==> src/hw/rtl/assert_macros.svh <==
// assertion helpers for the rtl
`ifndef ASSERT_MACROS_SVH
`define ASSERT_MACROS_SVH

// property must hold at every clock edge outside reset
`define RSC_ASSERT(lbl, prop, msg) \
    lbl: assert property (@(posedge clk) disable iff (!rst_n) prop) else $error(msg);

// condition must never be seen outside reset
`define RSC_NEVER(lbl, cond, msg) \
    lbl: assert property (@(posedge clk) disable iff (!rst_n) !(cond)) else $error(msg);

`endif

==> src/hw/rtl/rsc_pkg.sv <==
`timescale 1ns / 1ps
`default_nettype none

package rsc_pkg;

    localparam int MEM_WORDS_DEF = 8192;
    localparam int WORD_W        = 16;
    localparam int ADDR_W        = 13;
    localparam int REG_AW        = 3;
    localparam int REG_COUNT     = 8;

    localparam logic [REG_AW-1:0] REG_ZERO = 3'd0;
    localparam logic [REG_AW-1:0] REG_LINK = 3'd7;

    typedef enum logic [1:0] {
        ACT_WRITE    = 2'd0,
        ACT_EXEC     = 2'd1,
        ACT_READ_REG = 2'd2,
        ACT_READ_MEM = 2'd3
    } action_t;

    typedef enum logic [2:0] {
        OP_ALU  = 3'd0,
        OP_SLTI = 3'd1,
        OP_J    = 3'd2,
        OP_JAL  = 3'd3,
        OP_LW   = 3'd4,
        OP_SW   = 3'd5,
        OP_JEQ  = 3'd6,
        OP_ADDI = 3'd7
    } opcode_t;

    localparam logic [3:0] FN_ADD = 4'd0;
    localparam logic [3:0] FN_SUB = 4'd1;
    localparam logic [3:0] FN_OR  = 4'd2;
    localparam logic [3:0] FN_AND = 4'd3;
    localparam logic [3:0] FN_SLT = 4'd4;
    localparam logic [3:0] FN_JR  = 4'd8;

    typedef enum logic [2:0] {
        S_IDLE,
        S_ISSUE,
        S_DATA,
        S_DECODE,
        S_EXEC,
        S_LOAD
    } state_t;

    typedef struct packed {
        logic [1:0]        action;
        logic [ADDR_W-1:0] address;
        logic [WORD_W-1:0] data;
    } req_t;

    typedef struct packed {
        logic [WORD_W-1:0] read_data;
        logic [WORD_W-1:0] program_counter;
        logic              halted;
    } rsp_t;

    // effects of one executed instruction
    typedef struct packed {
        logic              rf_we;
        logic [REG_AW-1:0] rf_waddr;
        logic [WORD_W-1:0] rf_wdata;
        logic              mem_we;
        logic              mem_rd;
        logic [ADDR_W-1:0] mem_addr;
        logic [WORD_W-1:0] mem_wdata;
        logic [WORD_W-1:0] pc_next;
        logic              halt_set;
    } exec_res_t;

    function automatic logic [WORD_W-1:0] sext7(input logic [6:0] v);
        return {{(WORD_W-7){v[6]}}, v};
    endfunction

endpackage

`default_nettype wire

==> src/hw/rtl/rsc_exec.sv <==
`timescale 1ns / 1ps
`default_nettype none

module rsc_exec (
    input  wire logic [rsc_pkg::WORD_W-1:0] ins,
    input  wire logic [rsc_pkg::WORD_W-1:0] pc,
    input  wire logic [rsc_pkg::WORD_W-1:0] a,
    input  wire logic [rsc_pkg::WORD_W-1:0] b,
    output rsc_pkg::exec_res_t              res
);
    import rsc_pkg::*;

    opcode_t           op;
    logic [3:0]        fn;
    logic [WORD_W-1:0] imm;
    logic [WORD_W-1:0] pc_inc;
    logic [WORD_W-1:0] target;
    logic [WORD_W-1:0] a_plus_imm;

    assign op         = opcode_t'(ins[15:13]);
    assign fn         = ins[3:0];
    assign imm        = sext7(ins[6:0]);
    assign pc_inc     = pc + 16'd1;
    assign target     = {{(WORD_W-ADDR_W){1'b0}}, ins[ADDR_W-1:0]};
    assign a_plus_imm = a + imm;

    always_comb
    begin
        res           = '0;
        res.rf_waddr  = ins[9:7];
        res.mem_addr  = a_plus_imm[ADDR_W-1:0];
        res.mem_wdata = b;
        res.pc_next   = pc_inc;
        unique case (op)
            OP_ALU:
            begin
                res.rf_waddr = ins[6:4];
                unique case (fn)
                    FN_ADD:
                    begin
                        res.rf_we    = 1'b1;
                        res.rf_wdata = a + b;
                    end
                    FN_SUB:
                    begin
                        res.rf_we    = 1'b1;
                        res.rf_wdata = a - b;
                    end
                    FN_OR:
                    begin
                        res.rf_we    = 1'b1;
                        res.rf_wdata = a | b;
                    end
                    FN_AND:
                    begin
                        res.rf_we    = 1'b1;
                        res.rf_wdata = a & b;
                    end
                    FN_SLT:
                    begin
                        res.rf_we    = 1'b1;
                        res.rf_wdata = {{(WORD_W-1){1'b0}}, (a < b)};
                    end
                    FN_JR:
                    begin
                        res.pc_next = a;
                    end
                    default:
                    begin
                        // unknown function: only pc moves on
                        res.rf_we = 1'b0;
                    end
                endcase
            end
            OP_SLTI:
            begin
                res.rf_we    = 1'b1;
                res.rf_wdata = {{(WORD_W-1){1'b0}}, (a < imm)};
            end
            OP_J:
            begin
                res.pc_next  = target;
                res.halt_set = (target == pc);
            end
            OP_JAL:
            begin
                res.rf_we    = 1'b1;
                res.rf_waddr = REG_LINK;
                res.rf_wdata = pc_inc;
                res.pc_next  = target;
            end
            OP_LW:
            begin
                res.mem_rd = 1'b1;
            end
            OP_SW:
            begin
                res.mem_we = 1'b1;
            end
            OP_JEQ:
            begin
                if (a == b)
                begin
                    res.pc_next = pc_inc + imm;
                end
            end
            OP_ADDI:
            begin
                res.rf_we    = 1'b1;
                res.rf_wdata = a_plus_imm;
            end
        endcase
    end

endmodule

`default_nettype wire

==> config.mk <==
export PLATFORM = sky130hd
export DESIGN_NAME = rsc_exec
export DESIGN_NICKNAME = d
export VERILOG_FILES = /design/src/hw/rtl/assert_macros.svh /design/src/hw/rtl/rsc_pkg.sv /design/src/hw/rtl/rsc_exec.sv
export SDC_FILE = /design/constraint.sdc
export NUM_CORES = 1
export LEC_CHECK = 0
export BUFFER_PORTS_ARGS = -buffer_cell sky130_fd_sc_hd__buf_2
export CAP_MARGIN = 20
export CORE_ASPECT_RATIO = 1.4
export CORE_MARGIN = 5
export CORE_UTILIZATION = 45
export DETAILED_ROUTE_END_ITERATION = 6
export PLACE_DENSITY = 0.69
export SETUP_SLACK_MARGIN = 0.02
export SYNTH_ARGS = -nofsm -noshare
export SYNTH_HDL_FRONTEND = slang
export SYNTH_SLANG_ARGS = --single-unit
==> constraint.sdc <==
create_clock -name vclk -period 6.07
set_input_delay 0.607 -clock vclk [all_inputs]
set_output_delay 0.607 -clock vclk [all_outputs]
set_load 0.01 [all_outputs]
# Word-level counts from Yosys, hierarchy flattened
# Index checks and enable logic that the tools add are counted.
# Widths: inputs -> output; s select.
# totals
reg_bits	0
in_bits	64
output_inout_bits	68
wordCells	39
# classes
add_sub_neg	5
n_lt_le_gt_ge	2
n_eq_ne	14
n_mux	11
bitwise_logic	2
n_reduce_logical	5
# ops
op	count
$pmux 16 s5	1
$pmux 16 s4	1
$add 16x16->16	3
$pmux 16 s3	1
$lt 16x16->1	2
$mux 16	2
$add 16x1->16 const B	1
$and 16x16->16	1
$eq 13x16->1	1
$eq 16x16->1	1
$or 16x16->16	1
$sub 16x16->16	1
$eq 3x3->1 const B	4
$eq 4x2->1 const B	2
$eq 3x2->1 const B	2
$pmux 3 s2	1
$reduce_or 5->1	1
$eq 4x1->1 const B	1
$eq 4x3->1 const B	1
$eq 4x4->1 const B	1
$logic_not 4->1	1
$mux 1	4
$eq 3x1->1 const B	1
$logic_not 3->1	1
other kinds (3)	3

# Logic depth before layout (Yosys ltp)
# Gate-level depths: netlist of the first run.
# logic_depth
depth_word	4
ltp_mapped	14
ltp_nobuf	14

# Least setup slack after synthesis of the first run
# OpenSTA, ideal clock, no wires.
# synth_path
kind	input port to output port
startpoint	input port pc[3] (netlist bit)
endpoint	output port res[13] (netlist bit)
t_arrival_ps	3098
required_ps	5463
path_slack_ps	2365
path_stages	10
n_path_buf	0
path_cell_list	and4_1 nand4_1 xnor2_1 ha_1 a21o_1 o41ai_4 o311ai_2 or4b_1 o311a_1 o21ai_1
# synth_rtl
element	line	rtl
from (decl)	rsc_exec.sv:6	input wire logic [rsc_pkg::WORD_W-1:0] pc,
to (decl)	rsc_exec.sv:9	output rsc_pkg::exec_res_t res

==> results.md, run 1 <==
- Worst-path fanout max: 6
- CP arrival: 3800 ps
- Pin slew with the least headroom to its limit: 1070 ps
- Final worst-path cycle share: 72.6%
- Post-Synth Adder-Cell Area: 25.3%
- Vias: 6007
- Hold Buf Count CTS: 0
- Synth area leaders: ha_1, xnor2_1, a21oi_1, inv_1, nor2_1
- Main combinational cell family by area after synthesis: compound AO/OA/AOI/OAI gates
- Setup crit end kind: output port
- Dpl ws: 1690 ps
- Post-Synth XOR/XNOR Area: 10.0%
- Synth warnings: 0
- Total wire length: 18500 um
- Setup violators final: 0
- Mapped Cells: 774
- Most frequent CP cell: buf_2
- CP cell instances: buf_2, and4_1, nand4_1, xnor2_1, ha_1, a21o_1, o41ai_4, o311ai_2, o41ai_1, nor4b_2, or3_1, buf_2
- Routed vias/inst: 5.95
- Post-CTS Setup Inserts: 0
- Register area share after synthesis: 0%
- Initial cell density of the core: 45.4%
- Synth Cell Area: 0.00532 mm2
- Synthesized Nets: 943
- Global route overflow: 0
- HPWL Detailed: 15400 um
- Final WS setup: 1670 ps
- # IOs: 132
- Synth Area in Compound Gates: 31.1%
- Outcome: completed
- Remaining DRCs: 0
- Final Net Count: 1033
- Pwr/cell area: 92.8 mW/mm2
- Global-route wire length before repair: 28900 um
- Fin Setup TNS: 0 ps
- Pre-Repair DR Iteration Count: 5
- Yosys cell types: 70
- Largest net degree at the start of global routing: 41
- Crit path time final: 4400 ps
- PostCTS Resize Cnt: 0
- Global Route Usage Sum: 25.0%
- Simple logic cell fraction of the synthesized area: 23.1%
- Final ANT Viol Nets: 0
- Max_cap viols: 0
- Chip Height: 139 um
- Die area: 0.0141 mm2
- Critical path class: input port to output port
- Slew Limit Fails: 0
- Peak supply drop: 0.0000467 V
- Final Instance Area: 0.00594 mm2
- Synth top area share: 23.8%
- Vias in the first global route: 5987
- # clk buffers: 0
- Number of port buffers: 132
- Num rows: 47
- Mux contribution to synthesized area: 0.400%
- Max-slew headroom: 28.4%
- Critical Path RT: 5460 ps
- Slowest-stage cell, CP: o41ai_1
- Area Overhead vs Synth: 11.6%
- Die X: 102 um
- Hold Fails Final Rpt: 0
- Unrepaired setup endpoints after global routing: false
- Initial antenna violation count: 0
- Seq cells: 0
- Share of cells above drive strength 1: 17.3%
- Reg area: 0 um2
- Hold Crit Class: input port to output port
- P_leak: 2.85 nW
- Critical Path Start Type: input port
- DR iter-0 viols: 293
- Drt wl/cell: 18.3 um
- Fmax: 227 MHz
- Cell area after placement: 0.00594 mm2
- Dominant cell type by area after synthesis: ha_1
- RePlAce Congestion: 0.917
- CORE AREA: 0.0117 mm2
- Syn_area_per_cell: 6.87 um2
- Max incr delay on CP: 460 ps
- Ant. Diodes: 0
==> critical path: cells and delay by family <==
kind	cells	cell delay, ps
adder cells (fa/ha/maj)	1	310
AND/OR/NAND/NOR	4	910
AO/OA/AOI/OAI	4	1280
buffers and inverters	2	290
XOR/XNOR	1	400
==> through the flow <==
step / power, W / hold WS [ps] / instances / util (%)
after floorplan: 0.000375 / 1300 / 774 / -
after global placement: 0.000542 / 1430 / 1009 / 50.7
after detailed placement: 0.000543 / 1430 / 1009 / 50.7
after CTS: 0.000546 / 1430 / 1009 / 50.7
after global routing: 0.000603 / 1440 / 1009 / 50.7
final: 0.000551 / 1430 / 1009 / 50.7
==> per-layer routing <==
layer	part of all wire, %	vias to the layer above	track usage (%)
met5	0	-	0
met4	5.7	0	12.0
met3	6.1	67	2.06
met2	50	228	45.4
met1	38	2746	28.6
li1	-	2966	-
==> synthesized netlist by cell type, types with 5 or more instances <==
| library cell | count |
|---|---|
| o211ai_1 | 9 |
| nand2b_1 | 7 |
| buf_4 | 16 |
| nand2_1 | 47 |
| clkbuf_1 | 25 |
| a31oi_1 | 8 |
| nor3_1 | 17 |
| nand4_1 | 8 |
| a222oi_1 | 8 |
| nor2_1 | 73 |
| o221ai_1 | 11 |
| nand3_1 | 18 |
| a211o_1 | 6 |
| o21a_1 | 9 |
| a22oi_1 | 5 |
| inv_1 | 81 |
| or3_1 | 6 |
| o21bai_1 | 9 |
| a21o_1 | 7 |
| o22ai_1 | 8 |
| a221oi_1 | 10 |
| ha_1 | 101 |
| a211oi_1 | 8 |
| xnor2_1 | 40 |
| o21ai_0 | 35 |
| xor2_1 | 21 |
| and3_1 | 7 |
| nor3b_1 | 7 |
| o2111ai_1 | 5 |
| a21oi_1 | 61 |
| o21ai_1 | 20 |
| o31ai_1 | 6 |
| nor2b_1 | 13 |
==> layout make-up <==
cell class / count / area, um2
Inverter: 81 / 304
Multi-Input combinational cell: 648 / 4780
Tap cell: 147 / 184
Fill cell: 1257 / 5770
Timing Repair Buffer: 133 / 668
==> power by group <==
group / switching (W) / leakage (nW) / internal (W)
logic: 0.000332 / 2.85 / 0.000219
clock network: 0 / 0 / 0
registers: 0 / 0 / 0
==> final timing paths <==
path	depth (start not counted)	slack, ps	endpoint	from
worst max-delay path	12	1670	res[15]	pc[2]
worst min-delay path	2	1430	res[19]	b[2]
==> layout by cell type (no fill, tap or decap), types with 8 or more instances in the layout <==
cell and n:
nor2b_1 13, nor3_1 17, o21a_1 9, nand2_1 47, nor2_1 73, a221oi_1 10
xnor2_1 40, ha_1 101, nand3_1 18, xor2_1 21, o21ai_1 20, a21oi_1 61
buf_2 132, o21bai_1 9, a222oi_1 8, nand4_1 8, o22ai_1 8, inv_1 81
o211ai_1 9, o221ai_1 11, a31oi_1 8, o21ai_0 35, a211oi_1 8
==> kinds of logic (layout without fill, tap and decap cells) <==
family | after synthesis | count (layout)
AO/OA/AOI/OAI | 242 | 242
XOR/XNOR | 61 | 61
adder cells (fa/ha/maj) | 105 | 105
buffers and inverters | 126 | 214
multiplexers | 2 | 2
AND/OR/NAND/NOR | 238 | 238
No activity file was read; power rests on OpenSTA's default activity.
==> inputs of run 2 (changes only) <==
PLACE_DENSITY = 0.72   (was 0.69)
clock period = 4 ns   (was 6.07 ns; I/O delays follow)
==> run 2 against run 1 <==
  * Global-route usage is 0.36 points higher
  * Non-clock buffer count increased by 13
  * Critical path depth grew 2
  * Die area unchanged
  * Clock-buffer cell count unchanged
  * Cell area up 2.3%
  * Routed wire length rose by 0.80%
  * Total power grew 55%
  * Flip-flop and latch count did not move
  * Final cell count grew 1.3%
  * Via count rose by 2.0%
  * Critical path type unchanged
  * Largest cell class unchanged
  * Largest power group unchanged
  * Highest routed layer unchanged
==> results.md, run 2 (same netlist as run 1, synthesis figures left out) <==
- Area Overhead vs Synth: 14.2%
- Int Power: 0.000342 W
- Vias: 6128
- CP cell instances: buf_2, ha_1, xnor2_1, inv_1, ha_1, nor2b_1, o21ai_1, a21boi_2, o41ai_4, o311ai_4, or4b_1, o311a_1, o21ai_1, buf_2
- RePlAce Congestion: 0.946
- Worst-path fanout max: 7
- Die X: 102 um
- # clk buffers: 0
- Max incr delay on CP: 480 ps
- Final Net Count: 1046
- P_leak: 2.93 nW
- Max-slew headroom: 45.9%
- Unrepaired setup endpoints after global routing: false
- Vias in the first global route: 6013
- Reg area: 0 um2
- Hold Fails Final Rpt: 0
- Peak supply drop: 0.0000541 V
- Global-route wire length before repair: 29500 um
- CORE AREA: 0.0117 mm2
- Drt wl/cell: 18.2 um
- Die area: 0.0141 mm2
- Max_cap viols: 0
- Outcome: completed
- Final ANT Viol Nets: 0
- Slew Limit Fails: 0
- Routed vias/inst: 6.00
- Setup violators final: 0
- # IOs: 132
- Share of cells above drive strength 1: 19.0%
- Min Hold Slack: 1020 ps
- Hold Crit Class: input port to output port
- Clock power frac: 0%
- Sw frac: 59.9%
- P_sw: 0.000511 W
- HPWL Detailed: 15500 um
- Largest net degree at the start of global routing: 39
- Post-CTS Setup Inserts: 0
- Commonest non-fill, non-tap cells in the layout: buf_2, ha_1, inv_1, nor2_1, a21oi_1
- Critical path class: input port to output port
- Inst Count DP: 1022
- Hold Buf Count CTS: 0
- CP arrival: 3420 ps
- Ant. Diodes: 0
- Pre-Repair DR Iteration Count: 5
- Num rows: 47
- Remaining DRCs: 0
- Most common cell after layout, fill and taps aside: buf_2
- DR iter-0 viols: 317
- PostCTS Resize Cnt: 0
- Layout Utilization: 51.9%
- Logic gate share of total power: 100.0%
- Global Route Usage Sum: 25.3%
- Critical Path RT: 3600 ps
- Post-Layout Cell Count: 1022
- Worst path top cell family by delay: compound AO/OA/AOI/OAI gates
- Critical Path Start Type: input port
- Global route overflow: 0
- Pin slew with the least headroom to its limit: 801 ps
- Total power draw: 0.000853 W
- Final worst-path cycle share: 95.4%
- Crit path time final: 3820 ps
- Chip Height: 139 um
- Fmax: 262 MHz
- Initial cell density of the core: 45.4%
- Fin Setup TNS: 0 ps
- Number of port buffers: 132
- Slowest-stage cell, CP: or4b_1
- Reg power frac: 0%
- Total wire length: 18600 um
- Seq cells: 0
- Initial antenna violation count: 1
- Crit path buffers/inverters: 3
- Pwr/cell area: 141 mW/mm2
- Setup crit end kind: output port
==> run 2: cell types whose count changed in the layout (fill, tap and decap cells not counted) <==
cell and delta:
xor2_1 -2, o41ai_1 -1, o41ai_2 +1, xor2_2 +2, buf_4 +13, o311ai_4 +1, nor3_1 -1, o311ai_2 -1
nor3_2 +1
==> run 2: final timing paths <==
check	start	cells past startpoint	to	slack [ps]
hold / removal	b[13]	2	res[30]	1020
setup / recovery	pc[0]	14	res[13]	180
==> run 2: layer usage <==
| metal | share of wire (%) | global-route usage (%) |
|---|---|---|
| met4 | 5.4 | 11.8 |
| met2 | 50 | 45.1 |
| met1 | 39 | 30.0 |
| met5 | 0 | 0 |
| met3 | 5.8 | 2.21 |
==> run 2: cell type report <==
class | count | area, um2
fillers | 1235 | 5630
inverters | 81 | 304
multi-input cells | 648 | 4820
well taps | 147 | 184
repair buffers | 146 | 766
==> run 2: power by group through the flow <==
stage	clock network, W	registers [W]	logic (W)
after floorplan	0	0	0.000569
final	0	0	0.000853
after CTS	0	0	0.000839
after detailed placement	0	0	0.000834
after global placement	0	0	0.000830
after global routing	0	0	0.000934
==> run 2: stage by stage <==
stage,worst slack (ps),area (um2)
after floorplan,709,5320
after global placement,215,6030
after detailed placement,148,6030
after CTS,133,6030
after global routing,16.9,6070
final,185,6070
