==> src/hw/rtl/assert_macros.svh <==
// assertion helpers for the rtl
`ifndef ASSERT_MACROS_SVH
`define ASSERT_MACROS_SVH

// property must hold at every clock edge outside reset
`define RSC_ASSERT(lbl, prop, msg) \
    lbl: assert property (@(posedge clk) disable iff (!rst_n) prop) else $error(msg);

// condition must never be seen outside reset
`define RSC_NEVER(lbl, cond, msg) \
    lbl: assert property (@(posedge clk) disable iff (!rst_n) !(cond)) else $error(msg);

`endif

==> src/hw/rtl/rsc_pkg.sv <==
`timescale 1ns / 1ps
`default_nettype none

package rsc_pkg;

    localparam int MEM_WORDS_DEF = 8192;
    localparam int WORD_W        = 16;
    localparam int ADDR_W        = 13;
    localparam int REG_AW        = 3;
    localparam int REG_COUNT     = 8;

    localparam logic [REG_AW-1:0] REG_ZERO = 3'd0;
    localparam logic [REG_AW-1:0] REG_LINK = 3'd7;

    typedef enum logic [1:0] {
        ACT_WRITE    = 2'd0,
        ACT_EXEC     = 2'd1,
        ACT_READ_REG = 2'd2,
        ACT_READ_MEM = 2'd3
    } action_t;

    typedef enum logic [2:0] {
        OP_ALU  = 3'd0,
        OP_SLTI = 3'd1,
        OP_J    = 3'd2,
        OP_JAL  = 3'd3,
        OP_LW   = 3'd4,
        OP_SW   = 3'd5,
        OP_JEQ  = 3'd6,
        OP_ADDI = 3'd7
    } opcode_t;

    localparam logic [3:0] FN_ADD = 4'd0;
    localparam logic [3:0] FN_SUB = 4'd1;
    localparam logic [3:0] FN_OR  = 4'd2;
    localparam logic [3:0] FN_AND = 4'd3;
    localparam logic [3:0] FN_SLT = 4'd4;
    localparam logic [3:0] FN_JR  = 4'd8;

    typedef enum logic [2:0] {
        S_IDLE,
        S_ISSUE,
        S_DATA,
        S_DECODE,
        S_EXEC,
        S_LOAD
    } state_t;

    typedef struct packed {
        logic [1:0]        action;
        logic [ADDR_W-1:0] address;
        logic [WORD_W-1:0] data;
    } req_t;

    typedef struct packed {
        logic [WORD_W-1:0] read_data;
        logic [WORD_W-1:0] program_counter;
        logic              halted;
    } rsp_t;

    // effects of one executed instruction
    typedef struct packed {
        logic              rf_we;
        logic [REG_AW-1:0] rf_waddr;
        logic [WORD_W-1:0] rf_wdata;
        logic              mem_we;
        logic              mem_rd;
        logic [ADDR_W-1:0] mem_addr;
        logic [WORD_W-1:0] mem_wdata;
        logic [WORD_W-1:0] pc_next;
        logic              halt_set;
    } exec_res_t;

    function automatic logic [WORD_W-1:0] sext7(input logic [6:0] v);
        return {{(WORD_W-7){v[6]}}, v};
    endfunction

endpackage

`default_nettype wire

==> src/hw/rtl/rsc_rf.sv <==
`timescale 1ns / 1ps
`default_nettype none

module rsc_rf (
    input  wire logic                       clk,
    input  wire logic                       rst_n,
    input  wire logic                       re,
    input  wire logic [rsc_pkg::REG_AW-1:0] raddr_a,
    input  wire logic [rsc_pkg::REG_AW-1:0] raddr_b,
    output logic      [rsc_pkg::WORD_W-1:0] rdata_a,
    output logic      [rsc_pkg::WORD_W-1:0] rdata_b,
    input  wire logic                       we,
    input  wire logic [rsc_pkg::REG_AW-1:0] waddr,
    input  wire logic [rsc_pkg::WORD_W-1:0] wdata
);
    import rsc_pkg::*;

    logic [REG_COUNT-1:0] valid_reg;
    logic [WORD_W-1:0]    words_reg [REG_COUNT];
    logic [WORD_W-1:0]    rdata_a_reg;
    logic [WORD_W-1:0]    rdata_b_reg;
    logic                 wr_en;

    // register zero is never stored, so it always reads as zero
    assign wr_en = we && (waddr != REG_ZERO);

    always_ff @(posedge clk or negedge rst_n)
    begin
        if (!rst_n)
        begin
            valid_reg <= '0;
        end
        else if (wr_en)
        begin
            valid_reg[waddr] <= 1'b1;
        end
    end

    always_ff @(posedge clk)
    begin
        if (wr_en)
        begin
            words_reg[waddr] <= wdata;
        end
        if (re)
        begin
            rdata_a_reg <= valid_reg[raddr_a] ? words_reg[raddr_a] : '0;
            rdata_b_reg <= valid_reg[raddr_b] ? words_reg[raddr_b] : '0;
        end
    end

    assign rdata_a = rdata_a_reg;
    assign rdata_b = rdata_b_reg;

endmodule

`default_nettype wire

==> config.mk <==
export PLATFORM = sky130hd
export DESIGN_NAME = rsc_rf
export DESIGN_NICKNAME = d
export VERILOG_FILES = /design/src/hw/rtl/assert_macros.svh /design/src/hw/rtl/rsc_pkg.sv /design/src/hw/rtl/rsc_rf.sv
export SDC_FILE = /design/constraint.sdc
export NUM_CORES = 1
export LEC_CHECK = 0
export BUFFER_PORTS_ARGS = -buffer_cell sky130_fd_sc_hd__clkbuf_2
export CAP_MARGIN = 10
export CORE_MARGIN = 2
export CORE_UTILIZATION = 40
export CTS_CLUSTER_SIZE = 16
export DETAILED_ROUTE_END_ITERATION = 6
export GPL_TIMING_DRIVEN = 0
export MAX_ROUTING_LAYER = met4
export SYNTH_ARGS = -nofsm -noshare
export SYNTH_HDL_FRONTEND = slang
export SYNTH_SLANG_ARGS = --single-unit
==> constraint.sdc <==
create_clock -name clk -period 1.6 [get_ports clk]
set_input_delay 0.32 -clock clk [delete_from_list [all_inputs] [get_ports clk]]
set_output_delay 0.32 -clock clk [all_outputs]
set_load 0.02 [all_outputs]
Word-level counts from Yosys, hierarchy flattened:

Memory sizes are Yosys's and may differ from the RTL's. A register that Yosys moved wholly into a read port is not among the register bits.
Index checks and enable logic that the tools add are counted.

* bits of input ports: 29
* RAM bits: 128
* bits in latches: 0
* memories kept: 1
* ROM bits: 0
* flip-flop bits (word level): 8

* reductions and logical operators: 5
* add/subtract/negate cells: 0
* multipliers: 0
* order comparisons: 4
* equality and inequality tests: 0
* multiplexer cells: 8
* divide/modulo/power cells: 0
* bitwise operators: 1
* shift operators: 0

Memories
* words_reg: words 8, width 16, rd ports 2, clocked after Yosys merged registers in 2, write ports 1, line rsc_rf.sv:19 `logic [WORD_W-1:0] words_reg [REG_COUNT];`

Operator list (count)
* 3-bit by 4-bit less-than comparator with 1-bit output, second input constant: 3
* 8-bit bitwise OR: 1
* 1-bit binary-select mux with 3-bit select: 2
* 1-bit two-way mux: 5
* 1-bit demux with 3-bit select: 1
* 3-bit by 1-bit greater-or-equal comparator with 1-bit output, second input constant: 1
* 3-bit nonzero test: 1
* 1-bit logical AND: 2
* 1-bit zero test: 2

Logic depth before layout (Yosys ltp):

Gate-level depths: netlist (run 1).

* word-level depth: 5
* mapped depth: 5
* depth with buffers taken out: 3

Worst setup path before layout (run 1):

Ideal clock, no wire load.

* path kind: input -> register
* start: in we
* end: mem words_reg[2][0] (enable)
* path buffers: 0
* path slack: -383 ps
* setup time: 411 ps
* arrival: 1572 ps
* stages: 2
* cells stage by stage: nand2_1 -> nor3_1

* word-level cells in the longest chain between the ends: 3

Ends and longest elaborated chain
* start: declaration: line rsc_rf.sv:12 `input wire logic we,`
* 1-bit logical AND: line rsc_rf.sv:25 `assign wr_en = we && (waddr != REG_ZERO);`
* 1-bit two-way mux: line rsc_rf.sv:41 `if (wr_en)`
* 1-bit two-way mux (not written as such): line rsc_rf.sv:43 `words_reg[waddr] <= wdata;`
* end: declaration: line rsc_rf.sv:19

No other way between the ends.

Final worst setup path (run 1):

* start: reg valid_reg[6]
* end: reg rdata_a_reg[9], in the netlist rdata_a[9] (read register of words_reg) (data pin)

* word-level cells in the longest chain between the ends: 3

Ends and longest elaborated chain
* start: declaration: line rsc_rf.sv:18 `logic [REG_COUNT-1:0] valid_reg;`
* start signal: assignment: line rsc_rf.sv:31 `valid_reg <= '0;`
* start signal: indexed assignment: line rsc_rf.sv:35 `valid_reg[waddr] <= 1'b1;`
* 1-bit binary-select mux with 3-bit select: line rsc_rf.sv:47 `rdata_a_reg <= valid_reg[raddr_a] ? words_reg[raddr_a] : '0;`
* 1-bit two-way mux (not written as such): line rsc_rf.sv:47
* 1-bit zero test (no line)
* end: declaration: line rsc_rf.sv:20 `logic [WORD_W-1:0] rdata_a_reg;`

No other way between the ends. The select of a mux whose other input is x is not followed.
A chain may end at the register's enable or synchronous reset.

==> results summary, run 1 <==
The post-synthesis area per instance came out at 21.5 um^2. Setup repair after global routing could not meet its margin everywhere. After Yosys synthesis, full adders, half adders and majority gates account for 0% of the synthesized area. The count of input and output buffers is 54. The clock net in this run drives a total of 168 sinks. The number of H-tree levels is 4. The floorplan has 49 rows. The largest single stage delay on the critical path is 0.51 ns. The register with the most flip-flops in the layout has 128 of them. The tightest min-delay check is of the input pin to flip-flop type. The checks that failed: setup timing.

Clock skew on the completed layout was measured at 0.00944 ns. The synthesized netlist contains 18 unique library cells. The overall die width came out at 140 um. Leaving out fill and tap cells, the most frequent cell in the layout is sky130_fd_sc_hd__edfxtp_1. The half-perimeter wire length after placement is 10500 um. The cell family contributing the most delay on the critical path is multiplexers.

The floorplan step defined a core boundary enclosing 18100 um^2. The overall track demand over capacity in global routing came out at 17.5%. The clock tree root driver cell is sky130_fd_sc_hd__clkbuf_16.

The final period demand of the worst path is 1.68 ns. The static power due to leakage came out at 3.12 nW. Leaving out fill and tap cells, the most frequent cells in the layout are sky130_fd_sc_hd__edfxtp_1, sky130_fd_sc_hd__mux4_2, sky130_fd_sc_hd__clkbuf_2, sky130_fd_sc_hd__mux2i_1, sky130_fd_sc_hd__nor2_4. The synthesis-to-finish area growth is 20.9%. The portion of the clock cycle consumed by the worst path in the final layout is 105%. The total I/O pin count is 61. The tightest slew margin relative to the limit is 33.3%.

The later pin in the worst-skew pair is clocked with a latency of 0.42 ns. Data on the critical path is required at its endpoint by 1.77 ns. The power per cell area came out at 1200 nW/um^2. The critical path goes through mux4_2, mux2i_4, buf_12, clkbuf_16, nor2_4. Summed over all layers, the routed wires come to 15600 um. The critical path depth came out at 5. The number of buffers and inverters on the critical path is 2. The setup violation total in the final timing report is 32. The compound-gate portion of the synthesized area came out at 0%. The length in cells of the worst reg-to-reg path came out at 5. Excluding fillers, the count of instances in the completed layout stands at 689.

The cell area after technology mapping came out at 7430 um^2. The number of slew-limit violations in the final report came out at 0. The die area came out at 19700 um^2. The transition time of the tightest slew-check pin is 1.00 ns. Counting the fill cells in the layout gives 1472. The most critical setup path has its endpoint at rdata_a[9]. The number of endpoints with negative hold slack in the final report is 0. Of the cells placed in the final design, the portion with a size suffix greater than 1 is 49.1%.

STA classifies the critical path startpoint as a flip-flop. The fraction of the yosys area taken by sequential cells came out at 67.4%. The total clock buffers created by CTS is 17. The clock tree buffer depth came out at 2.

The worst register-to-register path ends at rdata_a[9]. The startpoint of the tightest hold check path is wdata[7]. For this run, the number of Yosys warnings is 0. The top cell type's share of synthesized area is 64.7%. For this run, design rule violations remaining after detail routing come to 0. In the final layout, the multi-input gates occupy 2370 um^2. In the synthesized netlist the async set-or-reset flop fraction comes to 4.76%. The largest family of logic cells by synthesized area is multiplexers. The total area of sequential cells came out at 5000 um^2. The routed via count is 3639. The placement-stage cell area came out at 8200 um^2. The via count of the first global-routing pass came out at 4013. Global routing finished with a remaining overflow of 0.

The end-of-flow core utilization is 49.7%. The highest clock rate is 593 MHz. The critical path is of the flip-flop to flip-flop type. TritonCTS built the clock tree. At the end of the flow, the number of nets in the layout was 476. The maximum vdd ir drop came out at 0.807 mV. Across the run, the number of max-cap violations was 0. The worst reg2reg path startpoint is valid_reg[6].

Along the worst path, the maximum fanout reaches 5. In this run the worst setup path begins at valid_reg[6]. The starting density of the core is 41.1%. The largest net degree at the start of global routing came out at 33. At the end of routability-driven placement, the weighted congestion stood at 0.735. For this design, the slowest cell found on the critical path is sky130_fd_sc_hd__mux4_2.

The starting DRC count in detailed routing came out at 281. The global-route wire length before repair is 24000 um. The number of enable flip-flop cells after synthesis is 160. In the synthesized netlist, the number of instances is 345.

The synthesized design spends more area on one cell type than any other, namely sky130_fd_sc_hd__edfxtp_1. Once detail routing completed, the nets flagged for antenna violations numbered 0. The smallest setup slack after layout came out at -0.0850 ns. The number of iterations in the first detailed-routing pass is 4. The main flop type after synthesis is sky130_fd_sc_hd__edfxtp_1. After Yosys synthesis, and, or, nand and nor cells account for 4.95% of the synthesized area. Dividing the detail-routed via count by the number of cells gives 5.28. Clock-pin slew was measured on the worst setup and hold paths at 0.06 ns. Of the total synthesized cell area, the portion taken by XOR and XNOR cells is 0%. The initial antenna violation count is 0. The worst slack after detailed placement came out at -0.648 ns. The y dimension of the die is 140 um. By area the synthesized netlist is led by sky130_fd_sc_hd__edfxtp_1, sky130_fd_sc_hd__mux4_2, sky130_fd_sc_hd__mux2i_1, sky130_fd_sc_hd__nor2_4, sky130_fd_sc_hd__dfrtp_1.

The routed wirelength normalized by instance count came out at 22.7 um. The internal reg-to-reg setup slack came out at -0.08 ns. The number of inserted diodes is 0.

The mux contribution to synthesized area came out at 25.5%. The number of register bits inferred by synthesis came out at 168. The data arrival time of the worst path came out at 1.86 ns.

The total instance count after detailed placement came out at 649. The flow ran to the end, but the final reports show violations. The type of element capturing the critical path is a flip-flop.

The post-route cell area is 8980 um^2.
cell type report:
class	instances	share of cell area [%]
sequential	168	55.7
buffer	23	2.06
clock buffer	18	4.78
clock inverter	14	2.28
multi-input combinational	169	26.4
tap	229	3.19
timing repair buffer	68	5.56
how the worst min path moves through the flow:
stage                      end  slack, ns  depth (start not counted)
6_report       words_reg[6][7]       0.17                          1
5_1_grt        words_reg[2][5]       0.18                          1
4_1_cts        words_reg[6][7]       0.16                          1
3_5_place_dp      valid_reg[5]       0.18                          1
3_3_place_gp      valid_reg[4]       0.17                          1
2_1_floorplan     valid_reg[0]       0.02                          0
cells in the mapped netlist, types with 3 or more instances:
library cell	instances
sky130_fd_sc_hd__buf_6	3
sky130_fd_sc_hd__or2_2	7
sky130_fd_sc_hd__dfrtp_1	8
sky130_fd_sc_hd__mux2i_1	32
sky130_fd_sc_hd__clkbuf_1	7
sky130_fd_sc_hd__edfxtp_1	160
sky130_fd_sc_hd__nor2_4	20
sky130_fd_sc_hd__nor2_1	18
sky130_fd_sc_hd__nand2b_1	3
sky130_fd_sc_hd__mux4_2	68
sky130_fd_sc_hd__buf_2	8
cell families after synthesis:
logic type	after synthesis
flops	168
other cells	1
mux	102
simple gates	51
buf+inv	23
stage by stage:
stage	TNS, ns	hold slack (ns)	power (mW)
after floorplan	-1.88	0.0244	6.03
after global placement	-103.11	0.174	6.37
after global routing	-3.23	0.177	11.1
after detailed placement	-22.05	0.178	6.43
after CTS	-1.87	0.155	10.8
final	-2.13	0.171	10.8
report_power, final:
group / switching [mW] / internal, mW / total, mW
combinational: 0.653 / 0.558 / 1.21
sequential: 0.0838 / 5.10 / 5.18
clock: 1.61 / 2.75 / 4.36
worst reg2reg max path: cells and delay by family (launching register included):
kind,cells,cell delay [ns]
buf+inv,2,0.32
flops,1,0.40
mux,2,0.69
simple gates,1,0.03
per-layer routing:
| metal | up-vias | GRT usage, % | routed length, um |
|---|---|---|---|
| met5 | - | - | 0 |
| met4 | 0 | 5.53 | 257 |
| met3 | 18 | 3.49 | 601 |
| met2 | 82 | 29.7 | 8480 |
| met1 | 1909 | 21.2 | 6310 |
| li1 | 1630 | - | - |
timing repair:
action	in CTS	in global routing
endpoints found under the setup margin	32	48
pin swaps	7	3
endpoints found under the hold margin	8	0
setup buffers	3	2
hold buffers	1	0
resized for setup	6	4
cloned	0	2
Power figures use the tool's default switching activity.
==> run 2: changes to the inputs <==
--- a/config.mk
+++ b/config.mk
@@ -12,7 +12,6 @@
 export CTS_CLUSTER_SIZE = 16
 export DETAILED_ROUTE_END_ITERATION = 6
 export GPL_TIMING_DRIVEN = 0
-export MAX_ROUTING_LAYER = met4
 export SYNTH_ARGS = -nofsm -noshare
 export SYNTH_HDL_FRONTEND = slang
 export SYNTH_SLANG_ARGS = --single-unit
==> run 2 against run 1 <==
  * The flow still finishes with violations (setup timing)
  * Worst setup slack worse by 0.0018 ns
  * Critical path depth unchanged
  * Fmax down 0.11%
  * Register-to-register slack about the same
  * Combinational power hardly changed
  * Total power down 0.11%
  * Cell area stayed put
  * Clock skew down 0.0032 ns
  * Highest routed layer unchanged
  * Utilization unchanged
==> results summary, run 2 (synthesis gave the netlist of run 1 again) <==
The leading cell type in the layout, fill and taps excluded is sky130_fd_sc_hd__edfxtp_1. The final hold slack is 0.172 ns. For this block, the routed nets add up to 15600 um of wire. The setup violation total in the final timing report is 32. The placement-stage cell area is 8200 um^2. Setup repair after global routing could not meet its margin everywhere. The tree is rooted in a sky130_fd_sc_hd__clkbuf_16.

Entering global routing, the biggest net connects 33 pins. The worst setup path is captured at a flip-flop. The static power due to leakage came out at 3.12 nW. The number of endpoints with negative hold slack in the final report is 0.

Max-cap violations in this run came to 0. The routed wirelength normalized by instance count is 22.6 um. The type of the worst min-delay path is input pin to flip-flop. The number of rows created at floorplan is 49. The library cells used most frequently in the layout, excluding fill and tap cells, are sky130_fd_sc_hd__edfxtp_1, sky130_fd_sc_hd__mux4_2, sky130_fd_sc_hd__clkbuf_2, sky130_fd_sc_hd__mux2i_1, sky130_fd_sc_hd__nor2_4. In this run the power density over the cells is 1200 nW/um^2.

STA puts the critical path data required time at 1.77 ns. The clock network latency to the later pin of the worst-skew pair came out at 0.42 ns. The half-perimeter wire length after placement is 10500 um. Counting the fill cells in the layout gives 1472. The number of iterations in the first detailed-routing pass is 4.

The final reports fail on setup timing. The flow ran to the end, but the final reports show violations. Subtracting the final worst setup slack from the clock period gives 1.69 ns. The smallest setup slack after layout is -0.0868 ns. The overall die width came out at 140 um. The total instance count after detailed placement is 649.

The initial antenna violation count is 0. The clock tree buffer depth came out at 2. The core area came out at 18100 um^2. The largest clock skew in the final design came out at 0.00623 ns. The number of nets with antenna violations after routing came out at 0. At the pin with the least slew margin, the transition time is 1.01 ns. Compared with the post-synthesis result, the final layout area differs by 20.9%. The final-stage net count is 476. The post-route cell area is 8980 um^2. The count of input and output buffers is 54. The die area came out at 19700 um^2.

The critical path class is flip-flop to flip-flop. Clock-pin slew was measured on the worst setup and hold paths at 0.06 ns. The end-of-flow core utilization is 49.7%. The number of H-tree levels came out at 4. Of the available clock period, the critical path in the final layout requires 105%. The first global-routing pass estimated 23900 um of wire. The number of slew-limit violations in the final report was 0. Summing internal, switching and leakage power gives 10.7 mW. The starting DRC count in detailed routing came out at 266. The CTS tree is yes. Of the cells placed in the final design, the portion with a size suffix greater than 1 is 49.1%. Once the floorplan was initialized, standard cells occupied 41.1% of the core. The non-filler instance count after layout came out at 689. The register with the most flip-flops in the layout has 128 of them. The number of inserted diodes came out at 0.

The tightest slew margin relative to the limit is 32.4%. STA classifies the critical path startpoint as a flip-flop. In the global route stage, overall resource usage came out at 16.9%.

The via-per-instance ratio came out at 5.31. The maximum vdd ir drop came out at 0.806 mV. The y dimension of the die came out at 140 um.

The total clock buffers created by CTS is 17. In this run the worst path has a maximum fanout of 5. Global routing finished with a remaining overflow of 0.

The congestion estimate from routability-driven global placement came to 0.726. The DRC violation count after routing came out at 0. The clock sink count is 168. The routed via count is 3660. The total I/O pin count is 61.

The via count of the first global-routing pass came out at 4020. The highest clock rate came out at 593 MHz. The data arrival time of the worst path came out at 1.86 ns.
[run 2: cell counts in the layout (fill, tap and decap cells not counted)]
Identical to the previous run, type by type.
[run 2: area by class of cell]
cell class                 instances  area, um^2  area share [%]
clock buffer                      18         429            4.78
multi-input combinational        169        2370            26.4
sequential                       168        5000            55.7
tap                              229         287            3.19
timing repair buffer              68         499            5.56
clock inverter                    14         205            2.28
buffer                            23         185            2.06
[run 2: worst max-delay path: stages (launching register included)]
cell                        delay (ns)
sky130_fd_sc_hd__dfrtp_1          0.39
sky130_fd_sc_hd__mux4_2           0.51
sky130_fd_sc_hd__mux2i_4          0.18
sky130_fd_sc_hd__buf_12           0.15
sky130_fd_sc_hd__clkbuf_16        0.16
sky130_fd_sc_hd__nor2_4           0.03
[run 2: final timing paths]
kind / to / startpoint / cells past startpoint / slack, ns
min in group asynchronous: valid_reg[7] / rst_n / 2 / 0.28
max in group asynchronous: valid_reg[2] / rst_n / 2 / 1.14
hold reg to reg: valid_reg[0] / valid_reg[0] / 1 / 0.49
setup / recovery: rdata_a[9] / valid_reg[5] / 5 / -0.09
setup reg to reg: rdata_a[9] / valid_reg[5] / 5 / -0.09
hold / removal: words_reg[2][5] / wdata[5] / 1 / 0.17
[run 2: per-layer routing]
| layer | vias to the layer above | GRT usage, % | share of wire [%] |
|---|---|---|---|
| met3 | 18 | 3.45 | 4.0 |
| met4 | 0 | 5.53 | 1.7 |
| met5 | - | 0 | 0 |
| met1 | 1927 | 21.0 | 40 |
| li1 | 1630 | - | - |
| met2 | 85 | 29.8 | 55 |
[run 2: metrics by stage]
step	TNS [ns]	setup slack (ns)
global placement	-103.11	-0.947
global route	-3.25	-0.125
CTS	-1.87	-0.0871
detailed placement	-22.05	-0.648
finish	-2.09	-0.0868
floorplan	-1.88	-0.0957
[run 2: what timing repair did]
action	4_1_cts	5_1_grt
gates resized for setup	6	4
endpoints found under the hold margin	8	0
setup endpoints to repair	32	48
setup buffers	3	2
gates cloned	0	2
hold buffers	1	0
pin swaps	7	3
[run 2: where the power goes]
group | leakage [nW] | switching (mW) | total, mW | internal, mW
clock network | 0.303 | 1.60 | 4.35 | 2.75
registers | 1.57 | 0.0836 | 5.18 | 5.10
logic | 1.24 | 0.652 | 1.21 | 0.558
total | 3.12 | 2.34 | 10.7 | 8.41
==> run 3: changes to the inputs <==
--- a/config.mk
+++ b/config.mk
@@ -12,6 +12,7 @@
 export CTS_CLUSTER_SIZE = 16
 export DETAILED_ROUTE_END_ITERATION = 6
 export GPL_TIMING_DRIVEN = 0
+export PLACE_DENSITY_LB_ADDON = 0.25
 export SYNTH_ARGS = -nofsm -noshare
 export SYNTH_HDL_FRONTEND = slang
 export SYNTH_SLANG_ARGS = --single-unit
==> run 3 against run 2 <==
  * The run still ends with setup timing left
  * First-iteration DRC count up 3.8%
  * Cell area down 0.40%
  * Flip-flop and latch count unchanged
  * Clock skew up 0.016 ns
  * Via count up 0.98%
  * Die area unchanged
  * Clock power down 3%
  * Wire length down 0.69%
  * Worst setup slack worse by 0.0089 ns
  * Clock-buffer cell count down 1
  * Worst hold slack worse by 0.014 ns
  * Critical path type unchanged
==> results summary, run 3 (synthesis gave the netlist of run 1 again) <==
The initial antenna violation count came out at 1. Across all layers, the routed design uses 3696 vias. The number of fill cells is 1445. The number of endpoints with negative hold slack in the final report is 0.

The critical path class is flip-flop to flip-flop. Derived from the worst setup path, the maximum achievable clock frequency is 590 MHz. The half-perimeter wire length after placement is 10400 um. The clock network latency to the later pin of the worst-skew pair is 0.43 ns. The fraction of layout instances using a drive strength above 1 is 48.9%.

Traced cell by cell, the critical path runs through mux4_2, mux2i_4, buf_12, buf_12, nor2_4. The number of rows created at floorplan came out at 49. The CTS tree is yes. The portion of the clock cycle consumed by the worst path in the final layout came out at 106%. The count of input and output buffers is 54. The y dimension of the die came out at 140 um.

The end-of-flow core utilization came out at 49.5%. The first detailed-routing pass ran for 5 iterations. The via count of the first global-routing pass came out at 4091.

The final routed wirelength across all metal layers came out at 15500 um. The starting density of the core is 41.1%. In this run the cell area measured after placement is 8220 um^2. The core area came out at 18100 um^2. The starting DRC count in detailed routing is 276. The total I/O pin count came out at 61. The via-per-instance ratio is 5.35. The power per cell area came out at 1180 nW/um^2.

Setup repair after global routing could not meet its margin everywhere. The synthesis-to-finish area growth came out at 20.4%. The final reports fail on setup timing. The delay of the slowest cell on the worst path is 0.51 ns.

The startpoint kind of the worst setup timing path is a flip-flop. Summed over all failing endpoints, the final setup total negative slack is -1.85 ns. The static power due to leakage came out at 3.11 nW. Counting every sink on the clock net gives 168. In this run the power spent charging and discharging nets is 2.47 mW. The setup violation total in the final timing report is 29. After detailed routing, the number of remaining DRC violations is 0. The combinational group share of total power came out at 11.2%. For the pin with the worst max-slew slack, the measured transition is 1.14 ns. The clock tree root driver cell is sky130_fd_sc_hd__clkbuf_16.

The library cell used most frequently in the layout, excluding fill and tap cells, is sky130_fd_sc_hd__edfxtp_1. In the final routed layout, each cell accounts on average for 22.4 um. In this run, flip-flops and latches consume 48.9% of the power. The number of inserted diodes came out at 0. The worst slack after detailed placement came out at -0.614 ns. The total instance count after detailed placement is 649.

The worst setup path is captured at a flip-flop. The final weighted congestion in routability-driven placement came out at 0.724. The die area came out at 19700 um^2. The smallest setup slack after layout is -0.0957 ns.

The flip-flop count of the largest register after layout is 128. Counting stages on the worst path, the most repeated cell is sky130_fd_sc_hd__buf_12. In this run the worst hold path is classified as input pin to flip-flop. Data arrives at the worst endpoint at 1.86 ns. The relative contribution of the clock network to total power is 39.9%. The clock passes through at most 2 buffers.

The flow ran to the end, but the final reports show violations. The non-filler instance count after layout is 691. The clock transition at the registers of the reported paths is 0.07 ns. The total overflow left after global routing is 0. The overall track demand over capacity in global routing came out at 17.2%.

The internal cell power is 8.13 mW. The total clock buffers created by CTS came out at 17. In this run switching power makes up 23.3% of total power. Summing internal, switching and leakage power gives 10.6 mW. After layout, the minimum clock period comes to 1.70 ns. The count of nets left with antenna violations once routing finished came out at 0.

The required time at the worst-slack endpoint came out at 1.77 ns. The number of H-tree levels came out at 4. The final-stage net count came out at 478. The post-route cell area came out at 8950 um^2. The library cells used most frequently in the layout, excluding fill and tap cells, are sky130_fd_sc_hd__edfxtp_1, sky130_fd_sc_hd__mux4_2, sky130_fd_sc_hd__clkbuf_2, sky130_fd_sc_hd__mux2i_1, sky130_fd_sc_hd__nor2_4. The final hold slack came out at 0.158 ns. The maximum vdd ir drop came out at 0.703 mV. The number of slew-limit violations in the final report is 0. The largest driver fanout on the critical path came out at 5. The die is 140 um wide. The reported max-cap violation count came out at 0.

The largest clock skew in the final design came out at 0.0218 ns. The slowest stage of the critical path is the sky130_fd_sc_hd__mux4_2 cell. The global-route wire length before repair came out at 24000 um.

The largest net degree at the start of global routing is 33. The tightest slew margin relative to the limit is 24.0%.
## run 3: repair_timing
item / in CTS / in global routing
endpoints found under the setup margin: 31 / 32
pin swaps: 2 / 0
hold endpoints to repair: 8 / 0
gates resized for setup: 5 / 2
hold buffers: 1 / 0
setup buffers: 8 / 1
gates cloned: 1 / 0
## run 3: final timing paths
path / start / endpoint / slack [ns] / cells past startpoint
min reg2reg: valid_reg[4] / valid_reg[4] / 0.49 / 1
max: valid_reg[7] / rdata_a[11] / -0.1 / 5
min in group asynchronous: rst_n / valid_reg[5] / 0.27 / 2
min: wdata[7] / words_reg[2][7] / 0.16 / 1
max reg2reg: valid_reg[7] / rdata_a[11] / -0.1 / 5
max in group asynchronous: rst_n / valid_reg[2] / 1.15 / 2
## run 3: per-layer routing
metal | track usage, % | up-vias | routed length, um
met5 | 0 | - | 16
met2 | 30.5 | 83 | 8650
met1 | 20.6 | 1968 | 6030
met4 | 6.70 | 2 | 120
met3 | 3.69 | 8 | 655
li1 | - | 1635 | -
## run 3: cell type report
type                    count  area, um^2  area share (%)
flip-flops and latches    168        5000            55.9
plain buffers              23         185            2.07
clock inverters            15         189            2.11
well taps                 229         287            3.20
clock buffers              17         425            4.75
multi-input cells         169        2360            26.3
repair buffers             70         500            5.59
## run 3: critical path, delay by kind of cell (launching register included)
kind / cells / cell delay [ns]
and+or+nand+nor: 1 / 0.03
buffers and inverters: 2 / 0.28
muxes: 2 / 0.71
DFF: 1 / 0.40
## run 3: power groups by stage
stage / registers (mW) / clock network [mW] / logic (mW)
2_1_floorplan: 5.38 / 0 / 0.657
3_3_place_gp: 5.26 / 0 / 1.11
3_5_place_dp: 5.27 / 0 / 1.16
4_1_cts: 5.18 / 4.32 / 1.21
5_1_grt: 5.20 / 4.50 / 1.27
6_report: 5.18 / 4.23 / 1.18
